==> src/design/fwoik_pkg.sv <==
`default_nettype none

package fwoik_pkg;

    // field formats
    localparam int SPEED_W   = 24;
    localparam int LEN_FRAC  = 16;
    localparam int LEN_W     = 16;
    localparam int LIMIT_W   = SPEED_W - 1;
    localparam int MASK_W    = 4;
    localparam int NWHEEL    = 4;

    // configuration port
    localparam int CFG_IDX_W  = 3;
    localparam int CFG_DATA_W = LIMIT_W;

    typedef enum logic [CFG_IDX_W-1:0] {
        REG_SPAN_FB    = 3'd0,
        REG_SPAN_LR    = 3'd1,
        REG_DIAM_FL    = 3'd2,
        REG_DIAM_FR    = 3'd3,
        REG_DIAM_BL    = 3'd4,
        REG_DIAM_BR    = 3'd5,
        REG_INV_MASK   = 3'd6,
        REG_SPEED_LIM  = 3'd7
    } reg_idx_t;

    // internal widths
    localparam int SPAN_W  = LEN_W + 1;
    localparam int SW_W    = SPAN_W + 1 + SPEED_W;
    localparam int LIN_W   = SPEED_W + ((LEN_FRAC > LEN_W) ? LEN_FRAC : LEN_W) + 3;
    localparam int PW      = SPEED_W + LEN_W + 1;
    localparam int ACH_W   = SPEED_W + LEN_W + 3;
    localparam int DN_A    = (LIN_W > ACH_W) ? LIN_W : ACH_W;
    localparam int DN_W    = (DN_A > 2 * SPEED_W) ? DN_A : 2 * SPEED_W;
    localparam int DD_W    = (SPEED_W > LEN_W + 3) ? SPEED_W : LEN_W + 3;
    localparam int QW      = SPEED_W + 1;
    localparam int DIV_LAT = QW + 1;
    localparam int WIDE_W  = DN_W + ACH_W;

    localparam logic [WIDE_W-1:0] MAG_POS = (WIDE_W'(1) << (SPEED_W - 1)) - WIDE_W'(1);
    localparam logic [WIDE_W-1:0] MAG_NEG = WIDE_W'(1) << (SPEED_W - 1);

    // one step of the long division
    typedef struct packed {
        logic [DD_W-1:0] rem;
        logic [QW-1:0]   low;
        logic [QW-1:0]   quo;
        logic [DD_W-1:0] den;
        logic            neg;
        logic            ovf;
        logic            zero;
    } div_st_t;

    typedef struct packed {
        logic [SPEED_W-1:0] val;
        logic               hit;
    } sat_t;

    // signed result from magnitude and sign, clamped to the speed range
    function automatic sat_t sat_mag(input logic [WIDE_W-1:0] m, input logic neg);
        sat_t r;
        r.hit = 1'b0;
        if (neg) begin
            if (m > MAG_NEG) begin
                r.val = SPEED_W'(MAG_NEG);
                r.hit = 1'b1;
            end
            else begin
                r.val = SPEED_W'(-m);
            end
        end
        else begin
            if (m > MAG_POS) begin
                r.val = SPEED_W'(MAG_POS);
                r.hit = 1'b1;
            end
            else begin
                r.val = SPEED_W'(m);
            end
        end
        return r;
    endfunction

endpackage

`default_nettype wire

==> src/design/fwoik_div.sv <==
`default_nettype none

// pipelined rounding divider, one quotient bit per stage, saturating result
module fwoik_div (
    input  wire logic                                 clk,
    input  wire logic                                 en,
    input  wire logic [fwoik_pkg::DN_W-1:0]           num,
    input  wire logic [fwoik_pkg::DD_W-1:0]           den,
    input  wire logic                                 neg,
    output logic signed [fwoik_pkg::SPEED_W-1:0]      q,
    output logic                                      hit
);

    localparam int STEPS = fwoik_pkg::QW;
    localparam int NS_W  = fwoik_pkg::DN_W + 1;

    fwoik_pkg::div_st_t st_reg [0:STEPS];

    logic [NS_W-1:0]    nsum;
    logic [NS_W-1:0]    high;
    fwoik_pkg::div_st_t st_first;
    fwoik_pkg::sat_t    res;

    // add half the divisor for rounding, check quotient range
    always_comb
    begin
        nsum               = {1'b0, num} + NS_W'(den >> 1);
        high               = nsum >> STEPS;
        st_first.rem       = fwoik_pkg::DD_W'(high);
        st_first.low       = nsum[STEPS-1:0];
        st_first.quo       = '0;
        st_first.den       = den;
        st_first.neg       = neg;
        st_first.ovf       = (high >= NS_W'(den));
        st_first.zero      = (num == '0);
    end

    always_ff @(posedge clk)
    begin
        if (en)
        begin
            st_reg[0] <= st_first;
        end
    end

    // one restoring step per stage
    for (genvar k = 0; k < STEPS; k++)
    begin : g_step
        logic [fwoik_pkg::DD_W:0] trial;
        logic                     ge;
        fwoik_pkg::div_st_t       st_next;

        always_comb
        begin
            trial       = {st_reg[k].rem, st_reg[k].low[STEPS-1]};
            ge          = (trial >= {1'b0, st_reg[k].den});
            st_next     = st_reg[k];
            st_next.rem = ge ? fwoik_pkg::DD_W'(trial - {1'b0, st_reg[k].den})
                             : fwoik_pkg::DD_W'(trial);
            st_next.low = st_reg[k].low << 1;
            st_next.quo = {st_reg[k].quo[STEPS-2:0], ge};
        end

        always_ff @(posedge clk)
        begin
            if (en)
            begin
                st_reg[k+1] <= st_next;
            end
        end
    end

    // sign and clamp
    always_comb
    begin
        res = fwoik_pkg::sat_mag(st_reg[STEPS].ovf ? '1 : fwoik_pkg::WIDE_W'(st_reg[STEPS].quo),
                                 st_reg[STEPS].neg);
        if (st_reg[STEPS].zero)
        begin
            q   = '0;
            hit = 1'b0;
        end
        else
        begin
            q   = res.val;
            hit = res.hit;
        end
    end

endmodule

`default_nettype wire

==> config.mk <==
export PLATFORM = sky130hd
export DESIGN_NAME = fwoik_div
export DESIGN_NICKNAME = d
export VERILOG_FILES = /design/src/design/fwoik_pkg.sv /design/src/design/fwoik_div.sv
export SDC_FILE = /design/constraint.sdc
export NUM_CORES = 2
export LEC_CHECK = 0
export BUFFER_PORTS_ARGS = -buffer_cell sky130_fd_sc_hd__buf_4
export CORE_MARGIN = 5
export CORE_UTILIZATION = 39
export CTS_CLUSTER_SIZE = 24
export DETAILED_ROUTE_END_ITERATION = 8
export REMOVE_ABC_BUFFERS = 1
export SLEW_MARGIN = 0
export SYNTH_ARGS = -nofsm -noshare
export SYNTH_HDL_FRONTEND = slang
export SYNTH_SLANG_ARGS = --single-unit
==> constraint.sdc <==
create_clock -name clk -period 5.4 [get_ports clk]
set_input_delay 0.54 -clock clk [delete_from_list [all_inputs] [get_ports clk]]
set_output_delay 0.54 -clock clk [all_outputs]
set_load 0.05 [all_outputs]
==> implementation parameters <==
Parameter                              Value

Clocking
  Maximum level of the CTS H-tree    4
  Clock tree from TritonCTS    done
  Number of buffers created by CTS    212
  Clock Sinks    1928
  CTS max path bufs    3
  CTS root buf    sky130_fd_sc_hd__clkbuf_16
  Source-to-sink clock delay at the later pin of the worst-skew pair    0.89 ns
  Clock-pin slew on the worst setup and hold paths    0.06 ns

STA
  Period utilisation layout    93.8%
  Max frequency    197 MHz
  Final-report max-slew violation count    0
  Final setup violation count    0
  Worst max-slew margin expressed relative to the limit    24.3%
  Worst Slack Setup Final    0.336 ns
  Tightest Pin Transition    1.14 ns
  Final setup TNS    0 ns
  Hold Slack    0.0911 ns
  Hold Vio Cnt, Final    0
  Post-route minimum period    5.06 ns
  Clock skew    0.0795 ns

Global routing
  Number of global-route vias before repair    59500
  Pin count of the biggest net entering global routing    186
  Antenna violations before repair    4
  Congestion Overflow GR    0
  Overall track demand over capacity in global routing    16.8%
  Global-route wire length before repair    343000 um

Route
  Antenna Nets Post-Route    0
  Vias post-DR    60300
  Number of vias per cell after detailed routing    5.19
  WL per Instance    19.2 um
  Total detailed-routing wirelength    223000 um
  Initial DRC count    4268
  DR pass1 iterations    6
  Remaining design rule violation count    0

Pwr
  Leak pwr    43.3 nW
  Total power divided by cell area    576 nW/um2
  Worst VDD drop    326 uV
  Overall power of the completed layout    63.5 mW

Status
  Run status    finished clean

Layout
  End-of-flow core utilization    44.3%
  Fin nets    8856
  Non-filler cells, final    11600
  Layout cells sized above 1    9.44%
  Number of flip-flops under the largest register name    1928
  Non-Filler Cell Area, Final    110000 um2
  Area added between synthesis and finish    12.8%

Worst setup path
  Kind of end point of the critical path    output pin
  Startpoint kind of the worst setup timing path    register
  Count of buffer and inverter cells on the critical path    1
  Crit-path cells    nor2_1, ha_1, nand4b_1, nor3_2, nand4_1, or4_1, o21ai_0, nand2_1, a21o_1, a221oi_1, buf_4
  Cell at the slowest stage of the critical path    sky130_fd_sc_hd__edfxtp_1
  CP required    4.86 ns
  Max incr delay on CP    0.50 ns
  Critical setup path kind    reg2out
  Worst Path Arrival    4.52 ns
  Top fanout value on the critical path    22
  Cell family with most CP delay    simple AND/OR/NAND/NOR gates

Floorplanning
  Cell row count    183
  Initial Utilization    39.2%
  Std-Cell Core Area    249000 um2
  Die ar.    261000 um2
  Top-level I/O count    100
  Chip Width    510 um
  Die height    510 um

Flow run
  Max-capacitance violation count    0

Synthesis
  Post-synth ARST share    0%
  Number of unique standard cell types used by synthesis    94
  Post-synthesis area per instance    12.4 um2
  Sequential element share of the synthesized area    59.3%
  Flop and latch count out of synthesis    1928
  Area of the mapped netlist    97700 um2
  Mapped Cells    7860
  Number of flops mapped to enable cells by yosys    1928
  Top flip-flop cell by instance count after synthesis    sky130_fd_sc_hd__edfxtp_1
  Synthesis warning total    0

Placement
  Post-Place Cells    11200
  Post-DP HPWL    167000 um
  Area after DPL    103000 um2
  RD Place Congestion    0.900
  Count of input and output buffers    99
  Setup slack at placement    0.319 ns

Worst hold path
  Tightest Hold Check Type    in2reg
Yosys cell counts (all sizes together), types with 35 or more instances:
cell type,n,share of area [%]
edfxtp,1928,59
inv,767,2.9
ha,649,8.3
a21oi,547,2.8
nand2,491,1.9
o21ai,491,2.5
nor2,383,1.5
xnor2,311,2.8
mux2,274,3.2
a21o,239,1.8
xor2,181,1.6
nand3,128,0.66
clkbuf,122,0.47
o21a,109,0.84
nand4,108,0.69
nor3,98,0.50
nor2b,92,0.59
nand2b,85,0.54
a31oi,64,0.41
and3,61,0.39
o21bai,53,0.41
a211oi,50,0.43
nor4,49,0.32
o31ai,48,0.37
buf,45,0.27
or3,35,0.23
placed cells by master (no fill, tap or decap), types with 85 or more instances in the layout:
cell type,count
sky130_fd_sc_hd__xnor2_1,311
sky130_fd_sc_hd__nand2b_1,85
sky130_fd_sc_hd__mux2_2,228
sky130_fd_sc_hd__inv_1,766
sky130_fd_sc_hd__a21oi_1,547
sky130_fd_sc_hd__o21ai_0,475
sky130_fd_sc_hd__nand2_1,491
sky130_fd_sc_hd__xor2_1,181
sky130_fd_sc_hd__o21a_1,109
sky130_fd_sc_hd__buf_4,153
sky130_fd_sc_hd__nor2b_1,92
sky130_fd_sc_hd__nor3_1,97
sky130_fd_sc_hd__clkbuf_16,213
sky130_fd_sc_hd__ha_1,649
sky130_fd_sc_hd__edfxtp_1,1928
sky130_fd_sc_hd__nand4_1,108
sky130_fd_sc_hd__nor2_1,382
sky130_fd_sc_hd__a21o_1,239
sky130_fd_sc_hd__nand3_1,128
logic make-up after synthesis:
| family | share of synthesized area [%] |
|---|---|
| flip-flops | 59.3 |
| AO/OA/AOI/OAI | 12.3 |
| AND/OR/NAND/NOR | 8.08 |
| buffers and inverters | 3.69 |
| adder cells (fa/ha/maj) | 8.83 |
| XOR/XNOR | 4.41 |
| multiplexers | 3.45 |
per-layer routing:
layer / track usage [%] / wire length [um] / share of wire, %
met1: 22.0 / 98500 / 44
met2: 29.3 / 111000 / 50
met3: 2.16 / 8210 / 3.7
met4: 4.52 / 5400 / 2.4
met5: 0 / 0 / 0
worst paths after layout:
kind	endpoint	slack, ns	cells after the start	startpoint
setup / recovery	q[16]	0.34	11	st_reg[1][910]
hold / removal	st_reg[0][95]	0.09	2	num[43]
setup reg to reg	st_reg[0][797]	1.25	12	st_reg[0][610]
hold reg to reg	st_reg[0][1283]	0.35	0	st_reg[0][1181]
final cells by class:
cell class,instances,area [um2]
repair buffers,200,1730
clock inverters,137,1740
flip-flops and latches,1928,57900
fillers,22500,139000
multi-input cells,4997,36300
well taps,3330,4170
clock buffers,256,5490
inverters,768,2880
diodes,2,5.00
timing repair:
action	4_1_cts	5_1_grt
buffers inserted	0	0
resized for setup	0	2
hold buffers	37	0
setup endpoints to repair	0	13
endpoints found under the hold margin	37	0
where the power goes:
part	switching [mW]	leakage, nW	internal, mW
clock	6.06	3.45	8.60
sequential	2.12	18.9	21.3
combinational	14.2	21.0	11.2
total	22.3	43.3	41.1
(Power assumes the default switching activity.)
